**config.mk**
```make
export PLATFORM = sky130hd
export DESIGN_NAME = dwpp_merge
export DESIGN_NICKNAME = d
export VERILOG_FILES = /design/src/design/dwpp_pkg.sv /design/src/design/dwpp_merge.sv
export SDC_FILE = /design/constraint.sdc
export NUM_CORES = 1
export LEC_CHECK = 0
export ABC_AREA = 1
export BUFFER_PORTS_ARGS = -buffer_cell sky130_fd_sc_hd__buf_2
export CORE_UTILIZATION = 49
export DETAILED_ROUTE_END_ITERATION = 8
export PLACE_DENSITY = 0.93
export SKIP_CTS_REPAIR_TIMING = 1
export SLEW_MARGIN = 10
export SYNTH_ARGS = -nofsm -noshare
export SYNTH_HDL_FRONTEND = slang
export SYNTH_SLANG_ARGS = --single-unit
export TNS_END_PERCENT = 100
```
**constraint.sdc**
```tcl
create_clock -name i_clk -period 4.8 [get_ports i_clk]
set_input_delay 0.48 -clock i_clk [delete_from_list [all_inputs] [get_ports i_clk]]
set_output_delay 0.48 -clock i_clk [all_outputs]
set_load 0.01 [all_outputs]
```
**src/design/dwpp_pkg.sv**
```systemverilog
`default_nettype none
package dwpp_pkg;

    localparam int CNT_W   = 16;
    localparam int Q8_W    = 16;
    localparam int GAIN_W  = 32;
    localparam int ERR_W   = 17;
    localparam int INTEG_W = 32;
    localparam int PWM_W   = 8;
    localparam int MUL_A_W = 33;
    localparam int MUL_B_W = 24;
    localparam int PROD_W  = MUL_A_W + MUL_B_W;
    localparam int RAMP_W  = 4;

    // speed = round(delta * 256 / 228): (|delta|*128 + 57) / 114 via reciprocal
    localparam logic [29:0] SPD_RECIP = 30'd602802428;
    localparam int          SPD_SHIFT = 36;
    localparam logic [6:0]  SPD_BIAS  = 7'd57;

    localparam logic [19:0] COEF_A = 20'd749076;
    localparam logic [31:0] OFFS_A = 32'd2199996334;
    localparam logic [19:0] COEF_B = 20'd743178;
    localparam logic [31:0] OFFS_B = 32'd2162603622;

    localparam logic [PWM_W-1:0]  PWM_IDLE   = 8'd131;
    localparam logic [PWM_W-1:0]  PWM_MAX    = 8'd255;
    localparam logic [RAMP_W-1:0] RAMP_STEPS = 4'd12;

    localparam logic [2:0] CFG_PROP_A   = 3'd0;
    localparam logic [2:0] CFG_PROP_B   = 3'd1;
    localparam logic [2:0] CFG_INTEG    = 3'd2;
    localparam logic [2:0] CFG_DERIV    = 3'd3;
    localparam logic [2:0] CFG_UPPER    = 3'd4;
    localparam logic [2:0] CFG_LOWER    = 3'd5;

    localparam logic [GAIN_W-1:0] RST_PROP  = 32'd15938355;
    localparam logic [GAIN_W-1:0] RST_INTEG = 32'd13;
    localparam logic [GAIN_W-1:0] RST_DERIV = 32'd1118481067;
    localparam logic [Q8_W-1:0]   RST_UPPER = 16'h0A00;
    localparam logic [Q8_W-1:0]   RST_LOWER = 16'hF600;

    typedef struct packed {
        logic signed [CNT_W-1:0] count_a;
        logic signed [CNT_W-1:0] count_b;
        logic signed [Q8_W-1:0]  target_a;
        logic signed [Q8_W-1:0]  target_b;
        logic                    ramp_restart;
    } t_in_beat;

    typedef struct packed {
        logic [PWM_W-1:0]       pwm_a;
        logic [PWM_W-1:0]       pwm_b;
        logic signed [Q8_W-1:0] drive_a;
        logic signed [Q8_W-1:0] drive_b;
        logic                   ramping;
    } t_out_beat;

    typedef struct packed {
        logic [GAIN_W-1:0]      kp;
        logic [GAIN_W-1:0]      ki;
        logic [GAIN_W-1:0]      kd;
        logic signed [Q8_W-1:0] upper;
        logic signed [Q8_W-1:0] lower;
    } t_pid_cfg;

    typedef struct packed {
        logic [PWM_W-1:0]       pwm;
        logic signed [Q8_W-1:0] drive;
    } t_lane_res;

    function automatic logic [PWM_W-1:0] ramp_pwm(input logic [RAMP_W-1:0] step);
        logic [PWM_W-1:0] v;
        case (step)
            4'd0:    v = 8'd0;
            4'd1:    v = 8'd255;
            4'd2:    v = 8'd245;
            4'd3:    v = 8'd235;
            4'd4:    v = 8'd230;
            4'd5:    v = 8'd225;
            4'd6:    v = 8'd220;
            4'd7:    v = 8'd215;
            4'd8:    v = 8'd210;
            4'd9:    v = 8'd205;
            4'd10:   v = 8'd195;
            4'd11:   v = 8'd185;
            default: v = 8'd175;
        endcase
        return v;
    endfunction

endpackage
`default_nettype wire

```
**src/design/dwpp_merge.sv**
```systemverilog
`default_nettype none
module dwpp_merge (
    input  wire logic                 i_clk,
    input  wire logic                 i_rst_n,
    input  wire logic                 i_valid,
    input  wire logic                 i_restart,
    output logic                      o_stall,
    output logic                      o_start,
    input  wire logic                 i_done_a,
    input  wire logic                 i_done_b,
    input  wire dwpp_pkg::t_lane_res  i_res_a,
    input  wire dwpp_pkg::t_lane_res  i_res_b,
    output logic                      o_take,
    output logic                      o_valid,
    output dwpp_pkg::t_out_beat       o_out,
    input  wire logic                 i_stall
);

    logic                               r_busy;
    logic                               r_restart;
    logic [dwpp_pkg::RAMP_W-1:0]        r_ramp;
    logic                               r_valid;
    dwpp_pkg::t_out_beat                r_out;

    logic                               load;
    logic [dwpp_pkg::RAMP_W-1:0]        ramp_cur;
    dwpp_pkg::t_out_beat                n_out;

    assign o_start = i_valid && !r_busy;
    assign load    = r_busy && i_done_a && i_done_b && (!r_valid || !i_stall);

    // a restart reloads the counter before this tick looks at it
    always_comb begin
        ramp_cur      = r_restart ? dwpp_pkg::RAMP_STEPS : r_ramp;
        n_out.drive_a = i_res_a.drive;
        n_out.drive_b = i_res_b.drive;
        if (ramp_cur != '0) begin
            n_out.pwm_a   = dwpp_pkg::ramp_pwm(ramp_cur);
            n_out.pwm_b   = dwpp_pkg::ramp_pwm(ramp_cur);
            n_out.ramping = 1'b1;
        end else begin
            n_out.pwm_a   = i_res_a.pwm;
            n_out.pwm_b   = i_res_b.pwm;
            n_out.ramping = 1'b0;
        end
    end

    always_ff @(posedge i_clk) begin
        if (!i_rst_n) begin
            r_busy  <= 1'b0;
            r_ramp  <= '0;
            r_valid <= 1'b0;
        end else begin
            if (o_start) begin
                r_busy <= 1'b1;
            end else if (load) begin
                r_busy <= 1'b0;
            end
            if (load) begin
                r_valid <= 1'b1;
                r_ramp  <= (ramp_cur != '0) ? ramp_cur - 1'b1 : ramp_cur;
            end else if (r_valid && !i_stall) begin
                r_valid <= 1'b0;
            end
        end
    end

    always_ff @(posedge i_clk) begin
        if (o_start) begin
            r_restart <= i_restart;
        end
        if (load) begin
            r_out <= n_out;
        end
    end

    assign o_stall = r_busy;
    assign o_take  = load;
    assign o_valid = r_valid;
    assign o_out   = r_out;

endmodule
`default_nettype wire

```
# Word-level counts from Yosys, hierarchy flattened
# Memory sizes are Yosys's and may differ from the RTL's.
# Index checks and enable logic that the tools add are counted.
word_totals:
  input_bits: 55
  mem_bits_ro: 256
  out_inout_bits: 53
  mem_count: 2
  ff_bits: 56
  word_cells: 32
memory_table:
  columns: ["name", "depth", "word_bits", "read_ports", "rd_clocked_by_memory_dff", "write_ports", "line", "rtl"]
  rows:
  - ["(name not given)", 16, 8, 1, 0, 0, "dwpp_pkg.sv:73", "case (step)"]
  - ["(name not given)", 16, 8, 1, 0, 0, "dwpp_pkg.sv:73", null]
op_classes:
  reduce_logical: 12
  n_addsub: 1
  n_mux: 8
ops:
  columns: ["cell", "count"]
  rows:
  - ["2-to-1 mux 16 bit", 1]
  - ["2-to-1 mux 4 bit", 2]
  - ["logical AND 1 bit", 5]
  - ["2-to-1 mux 1 bit", 5]
  - ["nonzero test 2 bit", 2]
  - ["nonzero test 4 bit", 1]
  - ["subtractor 4 x 1 -> 4 bit, second input constant", 1]
  - ["logical NOT 1 bit", 3]
  - ["logical OR 1 bit", 1]

# Depth between registers and ports, before layout
# Gate-level depths: netlist of run 1.
logic_depth:
  ltp_word: 5
  mapped_depth: 10
  mapped_depth_nobuf: 10

# Worst setup path after synthesis of run 1
# OpenSTA, ideal clock, no wires.
synth_path:
  path_kind: "input port to flip-flop"
  startpoint: "in i_stall"
  endpoint: "reg r_ramp[0] in the netlist's numbering"
  path_slack_ns: 1.401
  setup_time_ns: 0.118
  cell_stages: 6
  arrival_ns: 3.281
  required_ns: 4.682
  path_buffers: 0
  path_cell_list: "nand2_1 -> inv_1 -> nor2_1 -> nand2_1 -> o21ai_0 -> nor2_1"
synth_via:
  elab_chain_cells: 3
synth_lines:
  columns: ["item", "line", "rtl"]
  rows:
  - ["from (decl)", "dwpp_merge.sv:16", "input wire logic i_stall"]
  - ["logical NOT 1 bit", "dwpp_merge.sv:30", "assign load = r_busy && i_done_a && i_done_b && (!r_valid || !i_stall);"]
  - ["logical OR 1 bit", "dwpp_merge.sv:30", null]
  - ["logical AND 1 bit", "dwpp_merge.sv:30", null]
  - ["net o_take", "dwpp_merge.sv:13", "output logic o_take,"]
  - ["to (signal assigned)", "dwpp_merge.sv:61", "r_ramp <= (ramp_cur != '0) ? ramp_cur - 1'b1 : ramp_cur;"]
  - ["to (decl)", "dwpp_merge.sv:21", "logic [dwpp_pkg::RAMP_W-1:0] r_ramp;"]
# The timed path passes the listed nets, and every way through them passes these cells.
# A chain may end at the register's enable or synchronous reset.

==> results.py, run 1 <==
metrics = {
    "die": {
        "die_h_um": 69.1,
        "start_util_pct": 50.7,
        "die_w_um": 69.1,
        "num_io_pins": 108,
        "core_um2": 4350,
        "fp.dieArea_um2": 4770,
        "rows": 24,
    },
    "power_and_ir_drop": {
        "p_leak_uw": 0.00133,
        "fin_total_pwr_uw": 954,
        "vdd_drop_max_uv": 139,
        "p_per_area_nw_per_um2": 327,
    },
    "clock_network": {
        "htreeDepth": 2,
        "path_clk_slew_ns": 0.10,
        "cts_buffers": 5,
        "clockBufferDepth": 2,
        "cts_tree": "built",
        "clk_latency_ns": 0.31,
        "root_buffer": "clkbuf_8",
        "clock_sink_count": 56,
    },
    "sta": {
        "setup_tns_ns": 0,
        "setup_viol": 0,
        "relSlewSlack_pct": 46.0,
        "skew_ns": 0.00501,
        "period_share_pct": 47.4,
        "slew_viol_final": 0,
        "timing.fmax_ghz": 0.439,
        "period_needed_ns": 2.28,
        "rsz0062_at_grt": "no",
        "hold_violations": 0,
        "worst_pin_slew_ns": 0.810,
    },
    "min_path": {
        "hold_path_depth": 1,
        "hold-path-endpoint": "r_restart",
        "hp-start": "i_restart",
        "hold_path_class": "primary input to flip-flop",
    },
    "routing": {
        "route.detailed.drc": 0,
        "via_per_inst": 5.03,
        "vias": 1729,
        "wl_per_cell_um": 14.9,
        "postRouteWirelength_um": 5130,
        "drt_iter0_markers": 137,
        "firstDrtPassIters": 4,
        "ant_nets": 0,
    },
    "synthesis": {
        "yosys.area.top_type_share_pct": 68.1,
        "synthCells": 178,
        "synth_area_leaders": "edfxtp_1 68%, nand2_1 9.5%, dfxtp_1 5.4%, ha_1 4.0%, nor2_1 2.4%",
        "synth_top_area_cell": "edfxtp_1",
        "netlist_area_um2": 2210,
        "yosys.cell_count.top_type": "nand2_1",
        "avgSynthCellArea_um2": 12.4,
        "ys.warnings.count": 0,
        "synth_edf_count": 50,
        "synth_cell_type_count": 17,
        "ys_async_sr_fraction_pct": 0,
        "ys_ff_latch": 56,
        "synthTopCellsByCount": "56 x nand2_1, 50 x edfxtp_1, 14 x nor2_1",
        "synth_nets": 240,
        "synth_ff_type": "edfxtp_1",
        "ys_seq_area_share_pct": 73.5,
    },
    "worst_setup_path": {
        "rrSetupSlack_ns": 2.52,
        "rr_startpoint": "r_restart",
        "setup.worst_path.end_class": "flip-flop",
        "path_max_fanout": 21,
        "start_kind": "flip-flop",
        "path_class": "flip-flop to flip-flop",
        "arrival_ns": 2.34,
        "crit_required_ns": 4.86,
        "timing.rr.end": "o_out[42]",
        "r2r_cells": 8,
    },
    "global_route": {
        "grt.total_usage_pct": 22.1,
        "gr-total-overflow": 0,
        "grt_max_degree": 34,
        "antenna_found_initial": 0,
        "grt_pass1_vias": 1657,
        "grt_pass1_wl_um": 7940,
    },
    "finish": {
        "drive_gt1_share_pct": 42.1,
        "fin_util_pct": 67.0,
        "diodes": 0,
        "nets": 353,
        "area_growth_pct": 32.2,
    },
    "placement": {
        "gp_congestion": 0.867,
        "io_buffers": 107,
        "place_hpwl_um": 3790,
    },
    "run": {
        "max-cap-violations": 0,
    },
    "status": {
        "outcome": "finished, final reports clean",
    },
}
state kept, by name, indices dropped and copies added (netlist names):
register	cells
o_stall	1
r_restart	1
o_out	49
o_valid	1
r_ramp	4
per-stage QoR:
| stage | hold slack [ns] | cells | setup WS, ns | area, um^2 |
|---|---|---|---|---|
| floorplan | 0.479 | 178 | 1.40 | 2210 |
| global placement | 0.491 | 336 | 2.70 | 2810 |
| detailed placement | 0.493 | 336 | 2.59 | 2810 |
| CTS | 0.329 | 344 | 2.56 | 2920 |
| global route | 0.320 | 344 | 2.34 | 2920 |
| finish | 0.337 | 344 | 2.52 | 2920 |
critical path, stage by stage, from the launching register on:
cell	delay (ns)
edfxtp_1	0.52
inv_2	0.09
nand2_1	0.18
ha_1	0.19
nand2_1	0.06
nor2_2	0.64
nor2_1	0.11
o21ai_1	0.13
nand2_1	0.10
worst max path at each step:
stage	startpoint	to	slack [ns]
floorplan	i_stall	r_ramp[0]	1.40
global placement	r_restart	o_out[34]	2.70
detailed placement	r_restart	o_out[42]	2.59
CTS	r_restart	o_out[42]	2.56
global route	r_restart	o_out[42]	2.34
finish	r_restart	o_out[42]	2.52
power by group:
part           total, uW  internal [uW]  switching, uW
sequential           553            548           5.38
clock                308            158            151
combinational       92.6           37.6           55.0
total                954            743            211
routing by layer:
metal	GRT usage, %	up-vias	share of wire, %
met3	6.58	17	8.5
met1	23.1	800	36
met5	0	-	0
met4	12.2	0	3.4
li1	-	826	-
met2	39.2	86	52
placed cells by master (no fill, tap or decap), drive strengths merged:
cell type,instances
nand2,57
clkbuf,6
buf,108
inv,15
a21oi,5
nor2,18
dfxtp,6
ha,7
o21ai,11
bufinv,1
edfxtp,50
nand3,8
kinds of logic (layout without fill, tap and decap cells):
family,count (synthesis),after routing,share of synthesized area [%]
AO/OA/AOI/OAI,16,16,3.80
flip-flops,56,56,73.5
adder cells (fa/ha/maj),7,7,3.97
buffers and inverters,16,130,3.12
AND/OR/NAND/NOR,83,83,15.6
cell type report:
class	instances	area (um^2)
Timing Repair Buffer	108	543
Clock buffer	6	72.6
Clock inverter	2	38.8
Tap cell	52	65.1
Multi-Input combinational cell	106	523
Fill cell	296	1440
Inverter	14	52.6
Sequential cell	56	1620
Note: power is estimated with default switching activity, not from simulation.
==> run 2: changes to the inputs <==
--- a/config.mk
+++ b/config.mk
@@ -7,9 +7,9 @@
 export LEC_CHECK = 0
 export ABC_AREA = 1
 export BUFFER_PORTS_ARGS = -buffer_cell sky130_fd_sc_hd__buf_2
-export CORE_UTILIZATION = 49
+export CORE_UTILIZATION = 41
 export DETAILED_ROUTE_END_ITERATION = 8
-export PLACE_DENSITY = 0.93
+export PLACE_DENSITY = 0.84
 export SKIP_CTS_REPAIR_TIMING = 1
 export SLEW_MARGIN = 10
 export SYNTH_ARGS = -nofsm -noshare
==> constraint.sdc (replaced) <==
create_clock -name i_clk -period 2 [get_ports i_clk]
set_input_delay 0.2 -clock i_clk [delete_from_list [all_inputs] [get_ports i_clk]]
set_output_delay 0.2 -clock i_clk [all_outputs]
set_load 0.01 [all_outputs]
==> run 2 against run 1 <==
Hold slack got worse by 0.27 ns; critical path type unchanged; clock power rose by 100%; highest routed layer unchanged; combinational power rose by 140%; routed wire length fell by 8.1%; non-clock buffer count rose by 5; via count fell by 1.8%.
==> results.py, run 2 (synthesized netlist as in run 1, its figures left out) <==
metrics = {
    "status": {
        "outcome": "finished, final reports clean",
    },
    "routing": {
        "postRouteWirelength_um": 4720,
        "drt_iter0_markers": 84,
        "wl_per_cell_um": 12.9,
        "route.detailed.drc": 0,
        "vias": 1698,
        "ant_nets": 0,
        "via_per_inst": 4.63,
        "firstDrtPassIters": 5,
    },
    "sta": {
        "rsz0062_at_grt": "no",
        "worst_pin_slew_ns": 0.333,
        "relSlewSlack_pct": 77.8,
        "skew_ns": 0.00859,
        "setup_viol": 0,
        "period_needed_ns": 1.83,
        "timing.fmax_ghz": 0.548,
        "setup_tns_ns": 0,
        "hold_violations": 0,
        "period_share_pct": 91.3,
        "slew_viol_final": 0,
        "setup_ws_ns": 0.174,
    },
    "finish": {
        "fillers": 434,
        "largest_reg_flops": 49,
        "area_growth_pct": 34.4,
        "diodes": 0,
        "nets": 358,
        "fin_util_pct": 57.7,
        "final_common_cell": "buf_2",
        "layout_common_cells": "107 x buf_2, 56 x nand2_1, 50 x edfxtp_1, 13 x inv_1, 12 x nor2_1",
        "drive_gt1_share_pct": 43.8,
        "stdcell_count": 367,
    },
    "clock_network": {
        "cts_tree": "built",
        "htreeDepth": 2,
        "clk_latency_ns": 0.30,
        "path_clk_slew_ns": 0.10,
        "root_buffer": "clkbuf_8",
        "clock_sink_count": 56,
        "cts_buffers": 5,
        "clockBufferDepth": 2,
    },
    "worst_setup_path": {
        "setup.worst_path.end_class": "flip-flop",
        "path_cells": "nor2_2 > inv_1 > ha_1 > inv_1 > nand2_1 > nand3_1 > o21ai_0 > nand2_1 > nand2_1",
        "crit_required_ns": 2.07,
        "path_class": "flip-flop to flip-flop",
        "timing.critical_path.mode_cell": "nand2_1",
        "cpMaxStageDelayCell": "edfxtp_1",
        "arrival_ns": 1.89,
        "cp_slowest_stage_delay_ns": 0.51,
        "path_max_fanout": 5,
        "start_kind": "flip-flop",
    },
    "die": {
        "die_h_um": 75.4,
        "start_util_pct": 42.9,
        "num_io_pins": 108,
        "rows": 26,
        "core_um2": 5140,
        "die_w_um": 75.4,
        "fp.dieArea_um2": 5680,
    },
    "placement": {
        "io_buffers": 107,
        "dp_slack_ns": 0.160,
        "place_hpwl_um": 3680,
        "dpl.cell_count": 358,
        "gp_congestion": 0.850,
    },
    "power_and_ir_drop": {
        "vdd_drop_max_uv": 492,
        "p_switching_uw": 505,
        "p_per_area_nw_per_um2": 734,
        "pwr-share-clk_pct": 28.6,
        "p_sw_share_pct": 23.2,
        "power_frac_seq_pct": 61.0,
        "p_leak_uw": 0.00134,
        "power_frac_comb_pct": 10.4,
        "internal_power_uw": 1670,
    },
    "run": {
        "max-cap-violations": 0,
    },
    "global_route": {
        "grt_pass1_wl_um": 6640,
        "grt_max_degree": 28,
        "antenna_found_initial": 0,
        "gr-total-overflow": 0,
        "grt_pass1_vias": 1484,
        "grt.total_usage_pct": 15.9,
    },
    "min_path": {
        "hold_path_class": "primary input to flip-flop",
    },
}
run 2: changes by cell type in the layout (fill, tap and decap cells not counted):
cell | before | now
buf_4 | 1 | 6
inv_6 | 1 | 0
clkbuf_1 | 1 | 0
clkinvlp_4 | 0 | 1
inv_8 | 0 | 1
nor2_2 | 3 | 4
clkinv_4 | 0 | 1
bufinv_16 | 1 | 0
nor2_1 | 13 | 12
run 2: path summary, 6_finish.rpt:
check                  start         to  slack, ns  cells past startpoint
setup / recovery   r_restart  o_out[37]       0.17                      9
hold / removal    i_res_b[4]   o_out[5]       0.06                      1
setup reg to reg   r_restart  o_out[37]       0.17                      9
hold reg to reg      o_valid    o_valid       0.52                      2
run 2: power groups by stage:
stage	Combinational, uW	Sequential [uW]	Clock, uW
finish	226	1330	622
global route	256	1330	676
CTS	225	1330	642
detailed placement	224	1350	0
global placement	217	1350	0
floorplan	102	1370	0
run 2: area by class of cell:
type,count,area [um^2],area share [%]
timing repair buffer,113,581,19.6
inverter,14,52.6,1.77
clock buffer,5,68.8,2.32
multi-input combinational,106,526,17.7
clock inverter,3,27.5,0.929
tap,70,87.6,2.95
sequential,56,1620,54.7
run 2: stage by stage:
step	hold WS [ns]	power (uW)	cell area, um^2
global placement	0.377	1570	2860
global route	0.0536	2260	2960
detailed placement	0.378	1580	2860
floorplan	0.299	1470	2210
CTS	0.0551	2190	2950
finish	0.0642	2170	2960
run 2: routing by layer:
| layer | share of wire (%) | up-vias | global-route usage [%] |
|---|---|---|---|
| met5 | 0 | - | 0 |
| met4 | 3.0 | 0 | 8.64 |
| met3 | 10 | 11 | 4.23 |
| met2 | 51 | 80 | 28.8 |
| met1 | 35 | 775 | 16.8 |
| li1 | - | 832 | - |
run 2: worst max-delay path, delay by kind of cell, from the launching register on:
| family | cells | cell delay [ns] |
|---|---|---|
| buf+inv | 2 | 0.19 |
| simple gates | 5 | 0.52 |
| compound gates | 1 | 0.08 |
| flops | 1 | 0.51 |
| fa+ha+maj | 1 | 0.30 |
==> run 3: changes to the inputs <==
--- a/config.mk
+++ b/config.mk
@@ -6,7 +6,7 @@
 export NUM_CORES = 1
 export LEC_CHECK = 0
 export ABC_AREA = 1
-export BUFFER_PORTS_ARGS = -buffer_cell sky130_fd_sc_hd__buf_2
+export BUFFER_PORTS_ARGS = -buffer_cell sky130_fd_sc_hd__buf_4
 export CORE_UTILIZATION = 41
 export DETAILED_ROUTE_END_ITERATION = 8
 export PLACE_DENSITY = 0.84
==> run 3 against run 2 <==
Setup slack improved by 0.0024 ns; power is 1.6% higher; core utilization increased by 5.2 points; flip-flop and latch count stayed put; non-clock buffer count is 1 lower; cell area rose by 9.0%; highest routed layer unchanged; clock skew shrank 0.0048 ns; hold slack worse by 0.0031 ns; sequential share of layout area down 4.5 points; clock power fell by 2%; via count is 0.18% higher.
==> results.py, run 3 (synthesized netlist as in run 1, its figures left out) <==
metrics = {
    "sta": {
        "period_needed_ns": 1.82,
        "skew_ns": 0.00378,
        "hold_ws_ns": 0.0611,
        "slew_viol_final": 0,
        "setup_viol": 0,
        "relSlewSlack_pct": 79.6,
        "hold_violations": 0,
        "worst_pin_slew_ns": 0.305,
        "period_share_pct": 91.2,
        "timing.fmax_ghz": 0.548,
        "setup_tns_ns": 0,
        "rsz0062_at_grt": "no",
    },
    "global_route": {
        "grt_pass1_wl_um": 7200,
        "grt_use_met2_pct": 32.5,
        "gr-total-overflow": 0,
        "antenna_found_initial": 0,
        "grt_pass1_vias": 1533,
        "grt.total_usage_pct": 18.0,
        "grt.busiest_layer": "met2",
        "met1_usage_pct": 18.3,
        "met3_usage_pct": 5.69,
        "grt_max_degree": 47,
    },
    "worst_setup_path": {
        "path_class": "flip-flop to primary output",
        "start_kind": "flip-flop",
        "cpMaxStageDelayCell": "dfxtp_1",
        "path_cells": "nand3_1 > nor2_4 > buf_12 > buf_4",
        "path_max_fanout": 46,
        "arrival_ns": 1.62,
        "cp_slowest_stage_delay_ns": 0.43,
        "crit_required_ns": 1.80,
        "setup.worst_path.end_class": "primary output",
    },
    "finish": {
        "final_common_cell": "buf_4",
        "final_cell_area_um2": 3230,
        "area_growth_pct": 46.5,
        "diodes": 0,
        "stdcell_count": 366,
        "drive_gt1_share_pct": 43.6,
        "layout_common_cells": "111 x buf_4, 56 x nand2_1, 50 x edfxtp_1, 13 x inv_1, 12 x nor2_1",
        "largest_reg_flops": 49,
        "nets": 357,
    },
    "routing": {
        "route.detailed.drc": 0,
        "postRouteWirelength_um": 5120,
        "drt_iter0_markers": 92,
        "ant_nets": 0,
        "vias": 1701,
        "via_per_inst": 4.65,
        "firstDrtPassIters": 5,
        "wl_per_cell_um": 14.0,
    },
    "placement": {
        "place_hpwl_um": 3840,
        "place_area_um2": 3130,
        "dpl.cell_count": 357,
        "io_buffers": 107,
        "gp_congestion": 0.916,
    },
    "die": {
        "fp.dieArea_um2": 5680,
        "rows": 26,
        "start_util_pct": 42.9,
        "core_um2": 5140,
        "die_h_um": 75.4,
        "die_w_um": 75.4,
        "num_io_pins": 108,
    },
    "min_path": {
        "hold_path_class": "primary input to flip-flop",
    },
    "clock_network": {
        "clock_sink_count": 56,
        "path_clk_slew_ns": 0.10,
        "root_buffer": "clkbuf_8",
        "cts_tree": "built",
        "cts_buffers": 5,
        "clk_latency_ns": 0.31,
        "clockBufferDepth": 2,
        "htreeDepth": 2,
    },
    "run": {
        "max-cap-violations": 0,
    },
    "status": {
        "outcome": "finished, final reports clean",
    },
    "power_and_ir_drop": {
        "p_leak_uw": 0.00143,
        "vdd_drop_max_uv": 384,
        "p_per_area_nw_per_um2": 684,
    },
}
==> run 3: where the power goes <==
group	switching, uW	internal, uW	total [uW]
Combinational	131	142	273
Clock	360	249	609
Sequential	13.3	1310	1330
==> run 3: critical path, delay by kind of cell (launching register included) <==
family	cells	cell delay (ns)
buffers and inverters	2	0.45
and+or+nand+nor	2	0.42
DFF	1	0.43
==> run 3: area by class of cell <==
class / count / area [um^2]
fill: 391 / 1910
multi-input combinational: 106 / 526
timing repair buffer: 112 / 853
tap: 70 / 87.6
inverter: 14 / 52.6
clock inverter: 3 / 21.3
clock buffer: 5 / 68.8
sequential: 56 / 1620
==> run 3: metal layers <==
layer | wire, um | up-vias | part of all wire, %
met5 | 0 | - | 0
li1 | - | 833 | -
met1 | 1820 | 774 | 36
met4 | 133 | 0 | 2.6
met3 | 472 | 10 | 9.2
met2 | 2690 | 84 | 53
==> run 3: final timing paths <==
kind / from / end / slack [ns] / cells past startpoint
hold / removal: i_res_a[6] / o_out[23] / 0.06 / 1
setup / recovery: o_stall / o_take / 0.18 / 4
hold reg to reg: o_valid / o_valid / 0.52 / 2
setup reg to reg: r_restart / o_out[42] / 0.20 / 9
==> run 3: through the flow <==
step / power, uW / util [%] / setup WS, ns
2_1_floorplan: 1470 / - / 0.141
3_3_place_gp: 1610 / 60.9 / 0.216
3_5_place_dp: 1620 / 60.9 / 0.133
4_1_cts: 2220 / 62.7 / 0.118
5_1_grt: 2290 / 62.9 / 0.0278
6_report: 2210 / 62.9 / 0.177
